$ cat src/design/stl_pkg.sv
package stl_pkg;

    // Lexer mode
    typedef enum logic [1:0] {
        MODE_IDLE   = 2'd0,
        MODE_IDENT  = 2'd1,
        MODE_NUMBER = 2'd2,
        MODE_HALTED = 2'd3
    } t_mode;

    // Token kind on each result item
    typedef enum logic [1:0] {
        KIND_IDENT  = 2'd0,
        KIND_NUMBER = 2'd1,
        KIND_LPAREN = 2'd2,
        KIND_RPAREN = 2'd3
    } t_kind;

    // Error code on each result item
    typedef enum logic [1:0] {
        ERR_NONE         = 2'd0,
        ERR_LEADING_ZERO = 2'd1,
        ERR_UNRECOGNISED = 2'd2,
        ERR_RESERVED     = 2'd3
    } t_err;

    typedef struct packed {
        t_kind      kind;
        logic [7:0] lexeme;
        logic       byte_valid;
        logic       token_end;
        t_err       err;
        logic       last;
    } t_result;

    // Outcome of handling a byte from idle
    typedef struct packed {
        logic    has;
        t_result res;
        t_mode   mode;
    } t_idle_dec;

    localparam int QDepth = 4;
    localparam int QPtrW  = $clog2(QDepth);
    localparam int QCntW  = $clog2(QDepth + 1);

    localparam logic [7:0] ChLParen = 8'h28;
    localparam logic [7:0] ChRParen = 8'h29;
    localparam logic [7:0] ChZero   = 8'h30;
    localparam logic [7:0] ChNine   = 8'h39;
    localparam logic [7:0] ChDot    = 8'h2E;
    localparam logic [7:0] ChAt     = 8'h40;
    localparam logic [7:0] ChTilde  = 8'h7E;

    function automatic logic is_space(input logic [7:0] c);
        return (c == 8'h20) || (c == 8'h09) || (c == 8'h0A) || (c == 8'h0D);
    endfunction

    function automatic logic is_digit(input logic [7:0] c);
        return (c >= ChZero) && (c <= ChNine);
    endfunction

    function automatic logic is_ident_start(input logic [7:0] c);
        logic alpha;
        logic sym;
        alpha = ((c >= 8'h41) && (c <= 8'h5A)) || ((c >= 8'h61) && (c <= 8'h7A));
        sym   = (c == 8'h21) || (c == 8'h24) || (c == 8'h25) || (c == 8'h26) ||
                (c == 8'h2A) || (c == 8'h2F) || (c == 8'h3A) || (c == 8'h3C) ||
                (c == 8'h3D) || (c == 8'h3E) || (c == 8'h3F) || (c == 8'h5E) ||
                (c == 8'h5F) || (c == ChTilde) || (c == 8'h2B) || (c == 8'h2D);
        return alpha || sym;
    endfunction

    function automatic logic is_ident_more(input logic [7:0] c);
        return is_ident_start(c) || (c == ChDot) || (c == ChAt);
    endfunction

    // Decode one byte as if no token were open
    function automatic t_idle_dec idle_decode(input logic [7:0] c);
        t_idle_dec d;
        d.has = 1'b1;
        d.mode = MODE_IDLE;
        d.res = '{kind: KIND_IDENT, lexeme: 8'd0, byte_valid: 1'b0,
                  token_end: 1'b0, err: ERR_NONE, last: 1'b0};
        if (is_space(c)) begin
            d.has = 1'b0;
        end else if (c == ChLParen) begin
            d.res.kind = KIND_LPAREN;
            d.res.token_end = 1'b1;
        end else if (c == ChRParen) begin
            d.res.kind = KIND_RPAREN;
            d.res.token_end = 1'b1;
        end else if (is_ident_start(c)) begin
            d.res.lexeme = c;
            d.res.byte_valid = 1'b1;
            d.mode = MODE_IDENT;
        end else if (c == ChZero) begin
            d.res.err = ERR_LEADING_ZERO;
            d.mode = MODE_HALTED;
        end else if (is_digit(c)) begin
            d.res.kind = KIND_NUMBER;
            d.res.lexeme = c;
            d.res.byte_valid = 1'b1;
            d.mode = MODE_NUMBER;
        end else begin
            d.res.err = ERR_UNRECOGNISED;
            d.mode = MODE_HALTED;
        end
        return d;
    endfunction

endpackage

$ cat src/design/sexpr_token_lexer_unit.sv
// Byte-serial S-expression lexer. One source byte (or an end-of-source
// mark) is taken per cycle while the input is not stalled, and split into
// identifier, number and parenthesis tokens; lexeme bytes stream out one per
// result item, and a byte that closes one token and opens another gives two
// items. Every accepted byte is decoded in the cycle it is accepted and its
// items are written into a four-entry result queue, so the first item
// appears in the cycle after acceptance when the queue was empty. The queue
// drains one item per cycle while the output is not stalled, which sets the
// sustained rate: one byte per cycle while each byte gives at most one item.
// The input stalls whenever fewer than two queue entries are free. After an
// error item the block gives no further items until reset.
module sexpr_token_lexer_unit
    import stl_pkg::*;
(
    input  logic       i_clk,
    input  logic       i_rst_n,
    input  logic       i_in_valid,
    output logic       o_in_stall,
    input  logic [7:0] i_source_byte,
    input  logic       i_end_of_source,
    output logic       o_out_valid,
    input  logic       i_out_stall,
    output logic [1:0] o_token_kind,
    output logic [7:0] o_lexeme_byte,
    output logic       o_byte_valid,
    output logic       o_token_end,
    output logic [1:0] o_error_code,
    output logic       o_last_of_run
);

    t_mode             r_mode;
    t_mode             n_mode;
    t_result           r_queue [QDepth];
    logic [QPtrW-1:0]  r_wptr;
    logic [QPtrW-1:0]  r_rptr;
    logic [QCntW-1:0]  r_count;
    logic [QCntW-1:0]  n_count;

    logic              in_acc;
    logic              out_acc;
    t_idle_dec         idle_dec;
    logic              tok_open;
    logic              tok_cont;
    t_kind             open_kind;
    logic [1:0]        push_n;
    t_result           res0;
    t_result           res1;
    t_result           head;

    assign in_acc  = i_in_valid && !o_in_stall;
    assign out_acc = o_out_valid && !i_out_stall;

    // Shared decode of the current byte
    assign idle_dec  = idle_decode(i_source_byte);
    assign tok_open  = (r_mode == MODE_IDENT) || (r_mode == MODE_NUMBER);
    assign open_kind = (r_mode == MODE_IDENT) ? KIND_IDENT : KIND_NUMBER;
    assign tok_cont  = !i_end_of_source &&
                       ((r_mode == MODE_IDENT) ? is_ident_more(i_source_byte)
                                               : is_digit(i_source_byte));

    // Next mode
    always_comb begin
        n_mode = r_mode;
        unique case (r_mode)
            MODE_IDLE: begin
                if (!i_end_of_source) n_mode = idle_dec.mode;
            end
            MODE_IDENT, MODE_NUMBER: begin
                if (!tok_cont) begin
                    n_mode = i_end_of_source ? MODE_IDLE : idle_dec.mode;
                end
            end
            MODE_HALTED: n_mode = MODE_HALTED;
        endcase
    end

    // Result items for the current byte
    always_comb begin
        push_n = 2'd0;
        res0   = idle_dec.res;
        res1   = idle_dec.res;
        unique case (r_mode)
            MODE_IDLE: begin
                if (!i_end_of_source && idle_dec.has) push_n = 2'd1;
            end
            MODE_IDENT, MODE_NUMBER: begin
                res0 = '{kind: open_kind, lexeme: 8'd0, byte_valid: 1'b0,
                         token_end: 1'b1, err: ERR_NONE, last: 1'b0};
                if (tok_cont) begin
                    res0.lexeme     = i_source_byte;
                    res0.byte_valid = 1'b1;
                    res0.token_end  = 1'b0;
                    push_n = 2'd1;
                end else if (!i_end_of_source && idle_dec.has) begin
                    push_n = 2'd2;
                end else begin
                    push_n = 2'd1;
                end
            end
            MODE_HALTED: push_n = 2'd0;
        endcase
        // mark the final item of this byte
        res0.last = (push_n == 2'd1);
        res1.last = 1'b1;
    end

    assign n_count = r_count + QCntW'(in_acc ? push_n : 2'd0) - QCntW'(out_acc);

    // Control registers
    always_ff @(posedge i_clk) begin
        if (!i_rst_n) begin
            r_mode  <= MODE_IDLE;
            r_wptr  <= '0;
            r_rptr  <= '0;
            r_count <= '0;
        end else begin
            if (in_acc) begin
                r_mode <= n_mode;
                r_wptr <= r_wptr + QPtrW'(push_n);
            end
            if (out_acc) r_rptr <= r_rptr + 1'b1;
            r_count <= n_count;
        end
    end

    // Write result items into the queue
    always_ff @(posedge i_clk) begin
        if (in_acc && (push_n != 2'd0)) r_queue[r_wptr] <= res0;
        if (in_acc && (push_n == 2'd2)) r_queue[r_wptr + 1'b1] <= res1;
    end

    // Hold off input unless two entries are free
    assign o_in_stall  = (r_count > QCntW'(QDepth - 2));
    assign o_out_valid = (r_count != '0);

    assign head          = r_queue[r_rptr];
    assign o_token_kind  = head.kind;
    assign o_lexeme_byte = head.lexeme;
    assign o_byte_valid  = head.byte_valid;
    assign o_token_end   = head.token_end;
    assign o_error_code  = head.err;
    assign o_last_of_run = head.last;

`ifndef NO_ASSERTIONS
    a_count_bound: assert property (@(posedge i_clk) disable iff (!i_rst_n)
        r_count <= QCntW'(QDepth))
        else $error("result queue overfilled");

    a_halt_sticks: assert property (@(posedge i_clk) disable iff (!i_rst_n)
        (r_mode == MODE_HALTED) |=> (r_mode == MODE_HALTED))
        else $error("left halted mode without reset");

    a_error_is_last: assert property (@(posedge i_clk) disable iff (!i_rst_n)
        (o_out_valid && (o_error_code != ERR_NONE)) |->
            (o_last_of_run && (r_mode == MODE_HALTED)))
        else $error("error item not last or mode not halted");

    a_byte_not_end: assert property (@(posedge i_clk) disable iff (!i_rst_n)
        (o_out_valid && o_byte_valid) |-> !o_token_end)
        else $error("lexeme byte item also marks token end");

    a_count_step: assert property (@(posedge i_clk) disable iff (!i_rst_n)
        !in_acc |=> (r_count <= $past(r_count)))
        else $error("queue grew without an accepted item");
`endif

endmodule

$ cat config.mk
export PLATFORM = sky130hd
export DESIGN_NAME = sexpr_token_lexer_unit
export DESIGN_NICKNAME = d
export VERILOG_FILES = /design/src/design/stl_pkg.sv /design/src/design/sexpr_token_lexer_unit.sv
export SDC_FILE = /design/constraint.sdc
export NUM_CORES = 1
export LEC_CHECK = 0
export BUFFER_PORTS_ARGS = -buffer_cell sky130_fd_sc_hd__buf_2
export CAP_MARGIN = 0
export CORE_MARGIN = 2
export CORE_UTILIZATION = 40
export DETAILED_ROUTE_END_ITERATION = 6
export SLEW_MARGIN = 15
export SYNTH_ARGS = -nofsm -noshare
export SYNTH_HDL_FRONTEND = slang
export SYNTH_SLANG_ARGS = --single-unit
$ cat constraint.sdc
create_clock -name i_clk -period 3.99 [get_ports i_clk]
set_clock_uncertainty 0.05 [all_clocks]
set_input_delay 0.399 -clock i_clk [delete_from_list [all_inputs] [get_ports i_clk]]
set_output_delay 0.399 -clock i_clk [all_outputs]
set_load 0.05 [all_outputs]
# After elaboration in Yosys (flattened, before gate mapping)

Memories as Yosys holds them, arrays and structs flattened. A register that Yosys moved wholly into a read port is not among the register bits.
Cells that the tools add are included.

Logic and storage cells: 130
Memories kept: 1
Input port bits: 13
Flip-flop bits (word level): 9
Output and inout port bits: 17
RAM bits: 60

Magnitude comparators: 7
Eq/ne operators: 32
Reduce and logical (&&, ||, !) cells: 39
Add/subtract/negate cells: 5
Mux-type cells: 42

Memory list:

| name    | depth | width | read ports | clocked after memory_dff | write ports | RTL line                     | text |
|---|---|---|---|---|---|---|---|
| r_queue | 4     | 15    | 1          | 1                        | 2           | sexpr_token_lexer_unit.sv:33 | `t_result r_queue [QDepth];` |

Operators with widths:

| operator              | count |
|---|---|
| $eq A8 B6 Y1 const B  | 18 |
| $mux W2               | 20 |
| $eq A8 B7 Y1 const B  | 4 |
| $mux W10              | 3 |
| $mux W9               | 3 |
| $eq A8 B4 Y1 const B  | 3 |
| $logic_or A1 B1 Y1    | 22 |
| $ge A8 B7 Y1 const B  | 2 |
| $le A8 B7 Y1 const B  | 2 |
| $mux W15              | 1 |
| $mux W14              | 1 |
| $mux W1               | 12 |
| $pmux W2 S3           | 2 |
| $logic_and A1 B1 Y1   | 9 |
| $ge A8 B6 Y1 const B  | 1 |
| $le A8 B6 Y1 const B  | 1 |
| $eq A2 B2 Y1 const B  | 3 |
| $add A2 B1 Y2 const B | 2 |
| $eq A2 B1 Y1 const B  | 2 |
| $ne A2 B2 Y1 const B  | 2 |
| $add A3 B2 Y3         | 1 |
| $gt A3 B2 Y1 const B  | 1 |
| $logic_not A1 Y1      | 3 |
| $reduce_and A3 Y1     | 1 |
| other kinds (6)       | 6 |

# Longest topological paths before layout

Depth after elaboration: 27
Depth in mapped cells: 18
Mapped depth without buffers: 16

# Worst setup path before layout

Ideal clock, no wire load.

Path kind: input to register
From: input port i_source_byte[2]
To: memory r_queue[1][10] (netlist bit), enable pin
Stages on the path: 8
Buffers on the path: 2
Arrival: 3.196 ns
Library setup time: 0.407 ns
Data required time: 3.533 ns
Path slack: 0.337 ns
Cell sequence: buf_6 or4_4 o22ai_2 o211ai_2 o31a_1 or3_4 buf_6 o31ai_1

RTL lines:

| what        | RTL line                     | text |
|---|---|---|
| from (decl) | sexpr_token_lexer_unit.sv:19 | `input logic [7:0] i_source_byte,` |
| to (decl)   | sexpr_token_lexer_unit.sv:33 |  |

# Worst setup path after layout

From: input port i_source_byte[4]
To: register r_count[2]

Word-level cells in the longest chain between the ends: 26
Elaborated cells on any way between the ends: 64
Classes of those cells: add/sub (2); order compare (6); eq/ne (22); mux (7); reduce/logical (27)

RTL lines:

| what                             | RTL line                      | text |
|---|---|---|
| $eq A8 B6 Y1                     | stl_pkg.sv:67                 | `sym = (c == 8'h21) \|\| (c == 8'h24) \|\| (c == 8'h25) \|\| (c == 8'h26) \|\|` |
| $logic_or A1 B1 Y1 (4 in series) | stl_pkg.sv:67                 |  |
| $logic_or A1 B1 Y1 (4 in series) | stl_pkg.sv:68                 | `(c == 8'h2A) \|\| (c == 8'h2F) \|\| (c == 8'h3A) \|\| (c == 8'h3C) \|\|` |
| $logic_or A1 B1 Y1 (4 in series) | stl_pkg.sv:69                 | `(c == 8'h3D) \|\| (c == 8'h3E) \|\| (c == 8'h3F) \|\| (c == 8'h5E) \|\|` |
| $logic_or A1 B1 Y1 (3 in series) | stl_pkg.sv:70                 | `(c == 8'h5F) \|\| (c == ChTilde) \|\| (c == 8'h2B) \|\| (c == 8'h2D);` |
| $logic_or A1 B1 Y1               | stl_pkg.sv:71                 | `return alpha \|\| sym;` |
| $logic_or A1 B1 Y1 (2 in series) | stl_pkg.sv:75                 | `return is_ident_start(c) \|\| (c == ChDot) \|\| (c == ChAt);` |
| $mux W1                          | sexpr_token_lexer_unit.sv:58  | `((r_mode == MODE_IDENT) ? is_ident_more(i_source_byte)` |
| $logic_and A1 B1 Y1              | sexpr_token_lexer_unit.sv:57  | `assign tok_cont = !i_end_of_source &&` |
| $mux W2                          | sexpr_token_lexer_unit.sv:89  | `if (tok_cont) begin` |
| $pmux W2 S3 (*)                  | sexpr_token_lexer_unit.sv:82  | `unique case (r_mode)` |
| $mux W2 (*)                      | sexpr_token_lexer_unit.sv:107 | `assign n_count = r_count + QCntW'(in_acc ? push_n : 2'd0) - QCntW'(out_acc);` |
| $add A3 B2 Y3 (*)                | sexpr_token_lexer_unit.sv:107 |  |
| $sub A3 B1 Y3 (*)                | sexpr_token_lexer_unit.sv:107 |  |
| to (signal assigned)             | sexpr_token_lexer_unit.sv:122 | `r_count <= n_count;` |
| to (decl)                        | sexpr_token_lexer_unit.sv:36  | `logic [QCntW-1:0] r_count;` |

Every way passes the cells marked *; elsewhere a longest branch is shown, timed or not.
A chain may end at the register's enable or synchronous reset.

==> results.sh <==
export IMPL_run_status="completed"
export IMPL_max_clock_path_buffers=2
export IMPL_cts_tree="built"
export IMPL_rsz_0062_raised_after_global_routing="no"
export IMPL_floorplan_initialDensity_pct=41.4
export IMPL_largest_net_degree_at_the_start_of_global_routing=22
export IMPL_timing_rr_end="r_count[2]$_SDFF_PN0_"
export IMPL_crit_start="i_source_byte[4]"
export IMPL_finalCriticalPeriod_ns=3.39
export IMPL_setup_worst_path_end_class="flop"
export IMPL_antenna_diode_count=0
export IMPL_worst_hold_endpoint="r_mode[1]$_SDFFE_PN0P_"
export IMPL_clock_latency_ns=0.33
export IMPL_die_width_um=102
export IMPL_finalHoldViolCount=0
export IMPL_synth_top_cell_area_share_pct=43.5
export IMPL_grt_use_total_pct=17.5
export IMPL_vias_per_cell=5.35
export IMPL_dieArea_um2=10500
export IMPL_synth_top_cell_by_area="edfxtp_1"
export IMPL_postSynth_topFlopCell="edfxtp_1"
export IMPL_clock_fmax_ghz=0.295
export IMPL_ctsHtreeMaxLevel=3
export IMPL_placement_io_buffers=29
export IMPL_route_detailed_drc=0
export IMPL_clkSlewWorstSetupHoldPaths_ns=0.08
export IMPL_worst_endpoint_arrival_ns=3.57
export IMPL_timing_hold_worst_start="i_rst_n"
export IMPL_reg2regPathDepth=11
export IMPL_power_per_cell_area_nw_per_um2=593
export IMPL_tritoncts_num_buffers=9
export IMPL_critical_path_class="in2reg"
export IMPL_synth_cells=314
export IMPL_worstPathMaxFanout=15
export IMPL_peakVddDrop_uv=491
export IMPL_layout_worst_path_cycle_share_pct=85.0
export IMPL_yosys_warnings=0
export IMPL_layout_cells_sized_above_1_pct=27.8
export IMPL_grt_antenna_before_repair=0
export IMPL_synth_area_leaders="edfxtp_1 (44%), mux4_2 (8.7%), dfxtp_1 (7.8%)"
export IMPL_dpl_hpwl_mm=5.68
export IMPL_ant_nets=0
export IMPL_report_final_slew_viol_count=0
export IMPL_synth_sequential_area_ratio_pct=51.3
export IMPL_max_slew_worst_pin_slew_ns=0.970
export IMPL_boundaryPins=30
export IMPL_routed_wl_mm=8.22
export IMPL_maxCapViolCount=0
export IMPL_globalRoute_totalOverflow=0
export IMPL_static_leakage_power_nw=1.53
export IMPL_hold_class="in2reg"
export IMPL_post_synth_design_cell_area_um2=3860
export IMPL_detail_route_first_pass_iterations=4
export IMPL_min_delay_path_depth=2
export IMPL_reg2reg_from="r_mode[0]$_SDFFE_PN0P_"
export IMPL_number_of_setup_violations_in_the_final_report=0
export IMPL_design_power_total_w=0.00260
export IMPL_die_h_um=102
export IMPL_synth_enable_flop_cells=56
export IMPL_setup_tns_final_ns=0
export IMPL_global_route_wire_length_before_repair_mm=13.7
export IMPL_core_area_um2=9330
export IMPL_ctsHoldBuffers=0
export IMPL_wl_per_cell_um=17.1
export IMPL_netlist_cell_type_count=64
export IMPL_gpl_final_weighted_congestion=0.876
export IMPL_worst_r2r_setup_slack_ns=0.64
export IMPL_flow_area_growth_from_synthesis_pct=13.4
export IMPL_cts_root_buf="clkbuf_8"
export IMPL_postCtsSetupBuffers=0
export IMPL_postSynth_asyncResetShare_pct=0
export IMPL_num_vias=2577
export IMPL_num_clock_sinks=71
export IMPL_syn_mean_instance_area_um2=12.3
export IMPL_relSlewSlack_pct=34.5
export IMPL_final_net_count=371
export IMPL_post_cts_resized_instances=0
export IMPL_filler_cell_count=835
export IMPL_grt_pass1_vias=2628
export IMPL_number_of_cell_rows=35
export IMPL_startpoint_type="input port"
export IMPL_worst_ep_required_time_ns=4.17
export IMPL_ys_ff_latch=71
export IMPL_detail_route_iter0_violations=151
-- power breakdown --
part / internal (W) / switching [W] / leakage (nW)
clock network: 0.000347 / 0.000264 / 0.105
logic: 0.000353 / 0.000650 / 0.800
registers: 0.000893 / 0.0000945 / 0.628
total: 0.00159 / 0.00101 / 1.53
-- state kept, by name (all words and copies together), names as in the netlist, named ones only --
| signal | flops |
|---|---|
| r_rptr | 2 |
| r_queue | 60 |
| r_count | 3 |
| r_wptr | 2 |
| r_mode | 2 |
-- through the flow --
stage	instances	worst slack (ns)	hold slack [ns]	instance area, µm²	util (%)
4_1_cts	482	0.625	0.329	4380	47.0
2_1_floorplan	317	0.337	0.392	3880	-
5_1_grt	482	0.357	0.343	4380	47.0
3_3_place_gp	467	0.302	0.409	4170	44.7
3_5_place_dp	467	0.286	0.415	4170	44.7
6_report	482	0.600	0.337	4380	47.0
-- cell usage in the layout (no fill, tap or decap), types with 8 or more instances in the layout --
cell type / n
ha_1: 8
a21oi_1: 8
nand3_1: 11
dfxtp_1: 14
nor2_1: 24
edfxtp_1: 56
inv_1: 12
buf_2: 29
nand2_1: 20
clkbuf_8: 9
nor2b_1: 11
mux4_2: 15
nor3_1: 8
buf_4: 10
and2_1: 19
-- area by class of cell --
class                           instances  area [µm²]  area share [%]
Inverter                               12        45.0            1.03
Clock buffer                            9         124            2.83
Tap cell                              129         161            3.68
Sequential cell                        71        1980            45.2
Multi-Input combinational cell        216        1760            40.2
Clock inverter                          6        86.3            1.97
Timing Repair Buffer                   39         220            5.02
-- synthesized netlist by cell type, types with 2 or more instances --
library cell / n
or3b_2: 2
nor3_1: 8
a31oi_1: 3
nand3_1: 11
dfxtp_1: 15
or3_1: 3
o21ai_0: 5
o32a_1: 3
buf_6: 3
o22ai_1: 7
mux4_2: 15
o211ai_1: 2
a22o_4: 2
nor3b_2: 6
a21oi_1: 8
o211a_1: 3
edfxtp_1: 56
nor4_1: 2
o32ai_1: 2
clkbuf_1: 13
nand4_1: 3
ha_1: 8
nand2_1: 20
inv_1: 12
xnor2_1: 3
nand2b_1: 3
xor2_1: 4
and2_1: 19
nor2b_1: 11
o31ai_1: 3
nor2_1: 24
a2bb2oi_2: 3
-- layer usage --
metal | wire, µm | global-route usage (%) | vias to the layer above
li1 | - | - | 1265
met1 | 3850 | 23.3 | 1257
met2 | 3950 | 28.2 | 46
met3 | 306 | 4.04 | 9
met4 | 114 | 6.15 | 0
met5 | 0 | 0 | -
-- logic make-up (layout without fill, tap and decap cells) --
logic type,Yosys count,in the layout,synth area share [%]
other cells,1,4,0.0970
compound gates,57,57,12.9
flops,71,71,51.3
fa+ha+maj,9,9,3.11
buf+inv,30,66,3.53
xor+xnor,7,7,1.59
simple gates,123,123,18.5
mux,16,16,9.03
-- worst max path at each step --
stage / end / depth (start not counted)
6_report: r_count[2]$_SDFF_PN0_ / 16
5_1_grt: r_count[2]$_SDFF_PN0_ / 16
4_1_cts: r_count[2]$_SDFF_PN0_ / 11
3_5_place_dp: r_count[2]$_SDFF_PN0_ / 16
3_3_place_gp: r_count[2]$_SDFF_PN0_ / 16
2_1_floorplan: r_queue[1][10]$_DFFE_PP_ / 8
-- critical path, cell delays in order --
cell	delay [ns]
buf_2	0.18
or4b_2	0.68
a211oi_1	0.29
buf_4	0.18
nor3_1	0.11
or2b_2	0.24
a22o_1	0.15
nand2_1	0.06
ha_1	0.26
inv_1	0.05
ha_1	0.13
inv_1	0.05
fa_1	0.37
xor2_1	0.16
xnor2_1	0.12
and2_1	0.15
(Power assumes the default switching activity.)
